`config.mk`:
```
export PLATFORM = sky130hd
export DESIGN_NAME = lsma_queue
export DESIGN_NICKNAME = d
export VERILOG_FILES = /design/src/design/lsma_queue.sv
export SDC_FILE = /design/constraint.sdc
export NUM_CORES = 2
export LEC_CHECK = 0
export BUFFER_PORTS_ARGS = -buffer_cell sky130_fd_sc_hd__buf_2
export CAP_MARGIN = 20
export CORE_UTILIZATION = 35
export CTS_CLUSTER_SIZE = 25
export DETAILED_ROUTE_END_ITERATION = 8
export GPL_TIMING_DRIVEN = 0
export SLEW_MARGIN = 20
export SYNTH_ARGS = -nofsm -noshare
export SYNTH_HDL_FRONTEND = slang
export SYNTH_SLANG_ARGS = --single-unit
```
`constraint.sdc`:
```
create_clock -name clk -period 24.5 [get_ports clk]
set_clock_uncertainty 0.2 [all_clocks]
set_input_delay 1.225 -clock clk [delete_from_list [all_inputs] [get_ports clk]]
set_output_delay 1.225 -clock clk [all_outputs]
set_load 0.02 [all_outputs]
```
`src/design/lsma_queue.sv`:
```
// Short queue that parts the product pipeline from the carry stage.
module lsma_queue #(
  parameter int WIDTH = 325,
  parameter int DEPTH = 8
) (
  input  logic             clk,
  input  logic             rst,
  input  logic             push,
  input  logic [WIDTH-1:0] push_data,
  input  logic             pop,
  output logic [WIDTH-1:0] pop_data,
  output logic             avail
);

  localparam int PTR_W = $clog2(DEPTH);
  localparam int CNT_W = $clog2(DEPTH + 1);

  logic [WIDTH-1:0] slots [DEPTH];
  logic [PTR_W-1:0] wr_ptr, rd_ptr;
  logic [CNT_W-1:0] count;

  function automatic logic [PTR_W-1:0] bump(input logic [PTR_W-1:0] ptr);
    return (ptr == PTR_W'(DEPTH - 1)) ? '0 : ptr + PTR_W'(1);
  endfunction

  always_ff @(posedge clk) begin
    if (rst) begin
      wr_ptr <= '0;
      rd_ptr <= '0;
      count  <= '0;
    end else begin
      if (push) wr_ptr <= bump(wr_ptr);
      if (pop) rd_ptr <= bump(rd_ptr);
      unique case ({push, pop})
        2'b10:   count <= count + CNT_W'(1);
        2'b01:   count <= count - CNT_W'(1);
        default: count <= count;
      endcase
    end
  end

  always_ff @(posedge clk) begin
    if (push) slots[wr_ptr] <= push_data;
  end

  assign pop_data = slots[rd_ptr];
  assign avail    = (count != '0);

  no_overflow: assert property (@(posedge clk) disable iff (rst)
    push |-> count != CNT_W'(DEPTH))
    else $error("queue written while full");

  no_underflow: assert property (@(posedge clk) disable iff (rst)
    pop |-> count != '0)
    else $error("queue read while empty");

endmodule

```
==> impl_metrics.csv <==
group,metric,value,unit
run_status,run_status,"finished, final reports clean",
placed_design,dp.cells,8408,
logic_synthesis,ys_warn_count,0,
logic_synthesis,synth_top_cells_by_count,"sky130_fd_sc_hd__edfxtp_1, sky130_fd_sc_hd__mux4_2, sky130_fd_sc_hd__mux2_2",
logic_synthesis,syn_avg_cell_area,25.6,um2
logic_synthesis,synth.net_count,4164,
drt,initialDrtViolationCount,3240,
logic_synthesis,synthDominantCellAreaShare,79.6,%
clocking,clk_root_buffer_cell,"sky130_fd_sc_hd__clkbuf_16",
worst_setup_path,r2r_start,"wr_ptr[1]",
pwr,power.density,83.6,nW/um2
placed_design,placement.cell_area,110000,um2
worst_setup_path,timing.critical_path.fanout_max,11,
worst_setup_path,timing.critical_path.to_type,"primary output",
drt,via_count,44900,
logic_synthesis,synth.distinct_cells,24,
placed_design,io_buffer_count,654,
worst_setup_path,worst_r2r_dst,"slots[2][206]",
logic_synthesis,synth-edff-count,2600,
worst_setup_path,critical_path.slowest_cell,"sky130_fd_sc_hd__buf_1",
timing,finalHoldViolCount,0,
worst_setup_path,r2r_setup_slack,21260,ps
worst_setup_path,cp_common_cell,"sky130_fd_sc_hd__buf_2",
finish,post_route_cells_drive_above_1_share,44.5,%
grt,grt_max_degree,22,
grt,vias_in_the_first_global_route,47200,
worst_setup_path,rr_worst_depth,9,
worst_setup_path,startpoint_type,"register",
grt,wire_length_of_the_first_global_routing_pass,340000,um
die,dieHeight,532,um
clocking,post_cts_hold_buffer_count,0,
clocking,cts_htree_levels,5,
finish,layout.cell_area.non_filler,120000,um2
timing,timing.final.crit_share,22.5,%
finish,final_nets,5306,
timing,worst_hold_slack,341,ps
worst_setup_path,critPathArrivalTime,4100,ps
finish,stdcell_count,8977,
logic_synthesis,post_synth_instance_area,98100,um2
grt,grtUsageTotal,16.5,%
drt,vias_per_cell,5.00,
timing,fmax,181,MHz
logic_synthesis,post_synth_inst_count,3828,
worst_hold_path,holdCritPathClass,"reg -> reg",
die,die-area,283000,um2
die,fp.dieW,532,um
worst_setup_path,crit_chain,"buf_2 -> buf_2 -> buf_1 -> mux4_2 -> mux2_2 -> buf_2",
logic_synthesis,synth_area_leaders,"sky130_fd_sc_hd__edfxtp_1, sky130_fd_sc_hd__mux4_2, sky130_fd_sc_hd__mux2_2, sky130_fd_sc_hd__buf_6, sky130_fd_sc_hd__dfxtp_1",
drt,wire_per_inst,26.2,um
clocking,postCtsSetupBuffers,0,
clocking,cts_tree,"built",
clocking,tritoncts_num_sinks,2613,
pwr,power.static_leakage,38.1,nW
drt,totalWireLength,236000,um
drt,drc_errors,0,
die,initial_standard_cell_utilization_of_the_core,35.2,%
timing,rsz0062_at_grt,"no",
logic_synthesis,cell_type_with_the_highest_aggregate_area_in_the_netlist,"sky130_fd_sc_hd__edfxtp_1",
job,maxCapViolCount,0,
timing,tightestPinTransition,1070,ps
worst_hold_path,hold_depth,2,
timing,setup_total_negative_slack,0,ps
logic_synthesis,sequential_fraction_of_the_synthesis_area,79.8,%
timing,final-setup-viol-count,0,
clocking,cts.reportedPaths.clkPinSlew,60,ps
timing,finalWorstPathRequiredPeriod,5520,ps
worst_setup_path,timing.critical_path.required,23070,ps
timing,maxSlewViolCount,0,
drt,drtAntennaViolNets,0,
clocking,cts_resized,0,
die,core-area,279000,um2
worst_hold_path,holdCritStartpoint,"rd_ptr[2]",
clocking,cts.path.max_buffers,4,
placed_design,hpwl,158000,um
die,rows,194,
grt,overflow,0,
timing,relSlewSlack,28.9,%
pwr,irDropWorstVdd,0.0739,mV
clocking,cts_buffers,284,
grt,antenna_found_initial,110,
clocking,clock_insertion_delay_worst_skew,880,ps
worst_hold_path,hold_path_end,"rd_ptr[2]",
die,ioPinCount,655,
logic_synthesis,postSynthRegisterBits,2613,
pwr,totalPowerFinal,10.0,mW
finish,layout_stage_area_growth_over_the_synthesis_result,22.0,%
finish,fillers,23700,
placed_design,finalWeightedCongestion,0.727,
drt,first_pass_iters,5,
logic_synthesis,postSynth.topFlopCell,"sky130_fd_sc_hd__edfxtp_1",
logic_synthesis,async_s_r_ff_share_synth,0,%
worst_setup_path,timing.setup.critical_path_class,"reg -> out",
worst_setup_path,cpPeakStageDelay,850,ps
logic_synthesis,leading_cell_type_by_number_of_instances_after_synthesis,"sky130_fd_sc_hd__edfxtp_1",
==> worst max-delay path, delay by kind of cell, from the launching register on <==
kind,cells,cell delay (ps)
flip-flops,1,410
buffers and inverters,4,2100
multiplexers,2,690
==> through the flow <==
stage / setup slack [ps] / utilization [%]
2_1_floorplan: 8470 / -
3_3_place_gp: -7930 / 38.0
3_5_place_dp: 19610 / 39.6
4_1_cts: 18630 / 42.9
5_1_grt: 18690 / 42.9
6_report: 18980 / 42.9
==> cell usage in the layout, fill, tap and decap left out, types with 13 or more instances in the layout <==
master	instances
sky130_fd_sc_hd__edfxtp_1	2600
sky130_fd_sc_hd__buf_2	679
sky130_fd_sc_hd__mux4_2	650
sky130_fd_sc_hd__mux2_2	327
sky130_fd_sc_hd__clkbuf_16	289
sky130_fd_sc_hd__clkbuf_1	132
sky130_fd_sc_hd__buf_16	77
sky130_fd_sc_hd__buf_6	66
sky130_fd_sc_hd__clkinv_1	60
sky130_fd_sc_hd__buf_12	60
sky130_fd_sc_hd__diode_2	54
sky130_fd_sc_hd__buf_8	54
sky130_fd_sc_hd__buf_1	35
sky130_fd_sc_hd__clkinv_2	31
sky130_fd_sc_hd__bufinv_16	25
sky130_fd_sc_hd__dfxtp_1	13
==> sequential cells by signal, summed over array words and instances, names as in the netlist, named ones only <==
| name | flops |
|---|---|
| rd_ptr | 3 |
| count | 4 |
| slots | 2600 |
| wr_ptr | 3 |
==> cells by family (layout without fill, tap and decap cells) <==
logic type               count (synthesis)  in the layout  synth area share (%)
flip-flops                            2613           2613                  79.8
AND/OR/NAND/NOR                         32             32                 0.149
XOR/XNOR                                 3              3                0.0268
other                                    0             54                     0
multiplexers                           981            981                  18.7
AO/OA/AOI/OAI                            8              8                0.0484
adder cells (fa/ha/maj)                  7              7                0.0892
buffers and inverters                  184           1555                  1.15
==> where the power goes <==
group,switching (mW),internal [mW]
Sequential,0.0194,5.01
Clock,1.75,2.46
Combinational,0.443,0.323
Total,2.22,7.79
==> routing by layer <==
layer	global-route usage [%]	vias to the layer above	part of all wire [%]
li1	-	19000	-
met1	21.6	24100	41
met2	26.2	1322	48
met3	5.01	461	7.8
met4	5.27	78	3.1
met5	0	-	0.21
==> area by class of cell <==
class,count,area [um2],share of cell area (%)
Buffer,182,1130,0.948
Tap cell,3724,4660,3.89
Clock inverter,155,1710,1.43
Multi-Input combinational cell,1031,18700,15.6
Timing Repair Buffer,856,7530,6.29
Sequential cell,2613,78300,65.4
Inverter,2,7.51,0.00627
Antenna cell,54,135,0.113
Clock buffer,360,7500,6.26
==> worst max path at each step <==
stage	cells past startpoint	slack, ps	end
floorplan	2	8470	slots[7][0]
global placement	3	-7930	slots[6][209]
detailed placement	6	19610	pop_data[50]
CTS	6	18630	pop_data[50]
global route	6	18690	pop_data[52]
finish	6	18980	pop_data[50]
Note: power is estimated with default switching activity, not from simulation.
