[src/design/lsma_pkg.sv]
// Shared types and codes for the limb scalar multiply-accumulate unit.
package lsma_pkg;

  localparam int FIELD_W = 64;

  typedef enum logic [1:0] {
    OP_MUL          = 2'd0,
    OP_ADD_IN_PLACE = 2'd1,
    OP_ADD_TO_SRC   = 2'd2,
    OP_SUB          = 2'd3
  } op_mode_t;

  // Register index, taken from paddr[3].
  localparam logic REG_OP_MODE    = 1'b0;
  localparam logic REG_MULTIPLIER = 1'b1;

  typedef struct packed {
    logic [FIELD_W-1:0] mult_limb;
    logic [FIELD_W-1:0] acc_limb;
    logic               first_limb;
    logic [FIELD_W-1:0] carry_in;
    logic               last_limb;
  } item_t;

  typedef struct packed {
    logic [FIELD_W-1:0] result_limb;
    logic [FIELD_W-1:0] carry_out;
    logic               run_end;
  } result_t;

  typedef struct packed {
    op_mode_t           op_mode;
    logic [FIELD_W-1:0] multiplier_word;
  } cfg_t;

endpackage

[src/design/lsma_back.sv]
// Back end: adds or subtracts the running carry, picks the next carry and holds the result word.
module lsma_back #(
  parameter int LIMB_BITS = 64
) (
  input  logic                   clk,
  input  logic                   rst,
  input  logic                   q_avail,
  input  logic [5*LIMB_BITS+4:0] q_data,
  output logic                   q_pop,
  input  logic                   pop,
  output logic                   empty,
  output lsma_pkg::result_t      result
);
  import lsma_pkg::*;

  localparam int XW = LIMB_BITS + 2;

  typedef struct packed {
    logic [XW-1:0]        x;
    logic [LIMB_BITS-1:0] phi;
    logic [LIMB_BITS-1:0] phi1;
    logic [LIMB_BITS-1:0] phi2;
    logic [LIMB_BITS-1:0] cin;
    logic                 sub;
    logic                 first;
    logic                 last;
  } entry_t;

  entry_t               e;
  logic                 out_valid;
  logic                 advance;
  logic [LIMB_BITS-1:0] running_carry;
  logic [LIMB_BITS-1:0] c;
  logic [XW-1:0]        sum;
  logic [1:0]           upper;
  logic [1:0]           t;
  logic [LIMB_BITS-1:0] nc;
  result_t              result_next;

  assign e       = q_data;
  assign advance = q_avail && (!out_valid || pop);
  assign q_pop   = advance;
  assign empty   = !out_valid;

  // The top two bits of the sum give how many carries (or borrows, negated)
  // leave this limb; the product high limb was offered with 0, 1 and 2 added.
  always_comb begin
    c     = e.first ? e.cin : running_carry;
    sum   = e.sub ? e.x - XW'(c) : e.x + XW'(c);
    upper = sum[XW-1:LIMB_BITS];
    t     = e.sub ? 2'b00 - upper : upper;
    unique case (t)
      2'd0:    nc = e.phi;
      2'd1:    nc = e.phi1;
      default: nc = e.phi2;
    endcase
    result_next.result_limb = FIELD_W'(sum[LIMB_BITS-1:0]);
    result_next.carry_out   = FIELD_W'(nc);
    result_next.run_end     = e.last;
  end

  always_ff @(posedge clk) begin
    if (rst) begin
      out_valid     <= 1'b0;
      running_carry <= '0;
    end else if (advance) begin
      out_valid     <= 1'b1;
      running_carry <= nc;
    end else if (pop) begin
      out_valid     <= 1'b0;
    end
  end

  always_ff @(posedge clk) begin
    if (advance) result <= result_next;
  end

  carry_follows_result: assert property (@(posedge clk) disable iff (rst)
    advance |=> running_carry == result.carry_out[LIMB_BITS-1:0])
    else $error("running carry differs from the carry just delivered");

  drained_when_idle: assert property (@(posedge clk) disable iff (rst)
    pop && !empty && !q_avail |=> empty)
    else $error("result word shown twice");

endmodule

[config.mk]
export PLATFORM = sky130hd
export DESIGN_NAME = lsma_back
export DESIGN_NICKNAME = d
export VERILOG_FILES = /design/src/design/lsma_pkg.sv /design/src/design/lsma_back.sv
export SDC_FILE = /design/constraint.sdc
export NUM_CORES = 1
export LEC_CHECK = 0
export BUFFER_PORTS_ARGS = -buffer_cell sky130_fd_sc_hd__buf_2
export CORE_MARGIN = 1.5
export CORE_UTILIZATION = 35
export CTS_CLUSTER_DIAMETER = 100
export DETAILED_ROUTE_END_ITERATION = 12
export PLACE_DENSITY_LB_ADDON = 0.12
export SLEW_MARGIN = 20
export SYNTH_ARGS = -nofsm -noshare
export SYNTH_HDL_FRONTEND = slang
export SYNTH_SLANG_ARGS = --single-unit
[constraint.sdc]
create_clock -name clk -period 26.9 [get_ports clk]
set_input_delay 8.07 -clock clk [delete_from_list [all_inputs] [get_ports clk]]
set_output_delay 8.07 -clock clk [all_outputs]
set_load 0.03 [all_outputs]
==> flow_metrics.env <==
export IMPL_p_comb_share_pct=49.1
export IMPL_routed_via_density=5.42
export IMPL_drt_iter0_drc=968
export IMPL_post_cts_buffers=0
export IMPL_ctsResizeCount=0
export IMPL_cp_arrival_ps=8720
export IMPL_netlist_area_leader_share_pct=24.5
export IMPL_netlist_area_um2=15800
export IMPL_synthCells=1673
export IMPL_p_sw_share_pct=44.3
export IMPL_synth_edf_count=129
export IMPL_hpwl_um=45000
export IMPL_grt_pass1_vias=13600
export IMPL_dpl_cell_area_um2=18300
export IMPL_endpoint="q_pop"
export IMPL_reg2regPathDepth=23
export IMPL_clock_latency_ps=480
export IMPL_synth_area_leaders="edfxtp_1 (24%), dfxtp_1 (8.2%), a221oi_2 (5.7%)"
export IMPL_synth_flop_cell="edfxtp_1"
export IMPL_grt_antenna_before_repair=13
export IMPL_fin_nets=2443
export IMPL_pre_cts_slack_ps=10120
export IMPL_routedWlPerCell_um=21.2
export IMPL_gr_total_overflow=0
export IMPL_fp_row_count=77
export IMPL_core_um2=44400
export IMPL_cp_startpoint="pop"
export IMPL_die_y_um=216
export IMPL_syn_area_per_cell_um2=9.46
export IMPL_dieArea_um2=46500
export IMPL_yosysUniqueCellTypes=87
export IMPL_clock_sinks=194
export IMPL_status="completed"
export IMPL_relSlewSlack_pct=22.2
export IMPL_worst_slack_ps=10110
export IMPL_fin_crit_sh_pct=62.4
export IMPL_grt_max_degree=92
export IMPL_root_buffer="clkbuf_16"
export IMPL_drcViolationCount=0
export IMPL_finalHoldViolations=0
export IMPL_cp_max_fo=10
export IMPL_fin_setup_tns_ps=0
export IMPL_critPathCaptureType="output pin"
export IMPL_worst_pin_slew_ps=1170
export IMPL_antenna_left=0
export IMPL_clock_power_share_pct=19.3
export IMPL_tritoncts="built"
export IMPL_finalClockSkew_ps=17.8
export IMPL_drv_slew=0
export IMPL_syn_nets=2069
export IMPL_yosysWarnings=0
export IMPL_critPathKind="in2out"
export IMPL_grtUsageTotal_pct=23.7
export IMPL_ios=460
export IMPL_cp_required_ps=18830
export IMPL_place_port_buffers=459
export IMPL_drive_gt1_share_pct=34.9
export IMPL_p_seq_share_pct=31.7
export IMPL_synth_seq_cells=194
export IMPL_vias=14400
export IMPL_routabilityCongestion=0.897
export IMPL_yosysMostFrequentCell="nor2_1"
export IMPL_yosys_area_top_type="edfxtp_1"
export IMPL_ir_drop_uv=45.4
export IMPL_timing_rr_start="running_carry[7]"
export IMPL_min_path_cells=2
export IMPL_switchingPower_uw=614
export IMPL_clk_pin_slew_ps=70
export IMPL_start_util_pct=35.6
export IMPL_intPower_uw=772
export IMPL_area_growth_pct=19.5
export IMPL_max_clock_freq_mhz=59.6
export IMPL_cts_buffers=17
export IMPL_finalSetupViolCount=0
export IMPL_fin_crit_ps=16790
export IMPL_r2r_setup_slack_ps=18860
export IMPL_rsz0062_at_grt="false"
export IMPL_firstDrtPassIters=5
export IMPL_synthTopCellsByCount="nor2_1 (142), edfxtp_1 (129), nand2_1 (125), a21oi_1 (121), and2_1 (79)"
export IMPL_hold_buffers=0
export IMPL_final_cell_area_um2=18900
export IMPL_routed_wl_um=56500
export IMPL_synthArstFlopShare_pct=0
export IMPL_p_per_area_nw_per_um2=73.2
export IMPL_die_x_um=216
export IMPL_leakagePower_uw=0.00780
export IMPL_ys_seq_area_share_pct=32.7
export IMPL_worstHoldPathType="reg2reg"
export IMPL_grt_pass1_wl_um=83300
export IMPL_htreeDepth=4
export IMPL_max_cap_violations=0
export IMPL_cp_start_kind="input pin"
export IMPL_rr_endpoint="running_carry[11]"
export IMPL_cts_buffer_depth=2
==> kinds of logic after synthesis <==
family | count (synthesis) | share of synthesized area (%)
AND/OR/NAND/NOR | 607 | 21.4
AO/OA/AOI/OAI | 478 | 25.2
flip-flops | 194 | 32.7
buffers and inverters | 155 | 5.41
XOR/XNOR | 120 | 6.64
adder cells (fa/ha/maj) | 67 | 5.34
multiplexers | 52 | 3.38
==> per-stage QoR <==
step,util (%),std cells,hold WS [ps],total power [uW]
finish,42.6,2662,476,1390
global route,42.6,2659,494,1470
CTS,42.5,2651,474,1390
detailed placement,41.2,2619,459,1120
global placement,41.2,2618,448,1120
floorplan,-,1673,424,943
==> layer usage <==
metal / vias up / track usage [%] / part of all wire (%)
li1: 7039 / - / -
met5: - / 0 / 0.090
met1: 6832 / 33.7 / 47
met3: 50 / 3.82 / 5.7
met4: 8 / 6.62 / 1.7
met2: 501 / 36.9 / 45
==> registers in the layout (all words and copies together) (netlist names) <==
name           cells
result           129
running_carry     64
out_valid          1
==> power groups by stage <==
stage                     clock, uW  combinational [uW]  sequential (uW)
after floorplan                   0                 420              523
after global placement            0                 673              444
after detailed placement          0                 677              445
after CTS                       274                 678              439
after global routing            283                 739              445
final                           267                 680              439
==> placed cells by master, fill, tap and decap left out, types with 43 or more instances in the layout <==
master / instances
a21oi_1: 121
xor2_1: 73
nor3_2: 60
dfxtp_1: 65
ha_1: 66
edfxtp_1: 129
nand2_1: 125
mux2i_1: 43
o21ai_0: 62
xnor2_1: 47
buf_2: 458
and2_1: 78
o31ai_2: 60
a221oi_2: 60
nor2_1: 141
==> final cells by class <==
class                   count  area, um2
multi-input cells        1324       9840
clock inverters            14        146
fillers                  4487      25500
diodes                     10       25.0
inverters                  39        146
well taps                 592        741
clock buffers              18        429
repair buffers            471       2420
flip-flops and latches    194       5170
==> how the worst min path moves through the flow <==
stage / from / end
3_3_place_gp: running_carry[59] / running_carry[59]
3_5_place_dp: running_carry[59] / running_carry[59]
5_1_grt: running_carry[59] / running_carry[59]
6_report: running_carry[9] / running_carry[9]
4_1_cts: running_carry[59] / running_carry[59]
2_1_floorplan: running_carry[59] / running_carry[59]
==> critical path, stage by stage <==
cell	delay, ps
buf_2	70
nand2b_1	110
and2_4	240
buf_2	220
No activity file was read; power rests on OpenSTA's default activity.
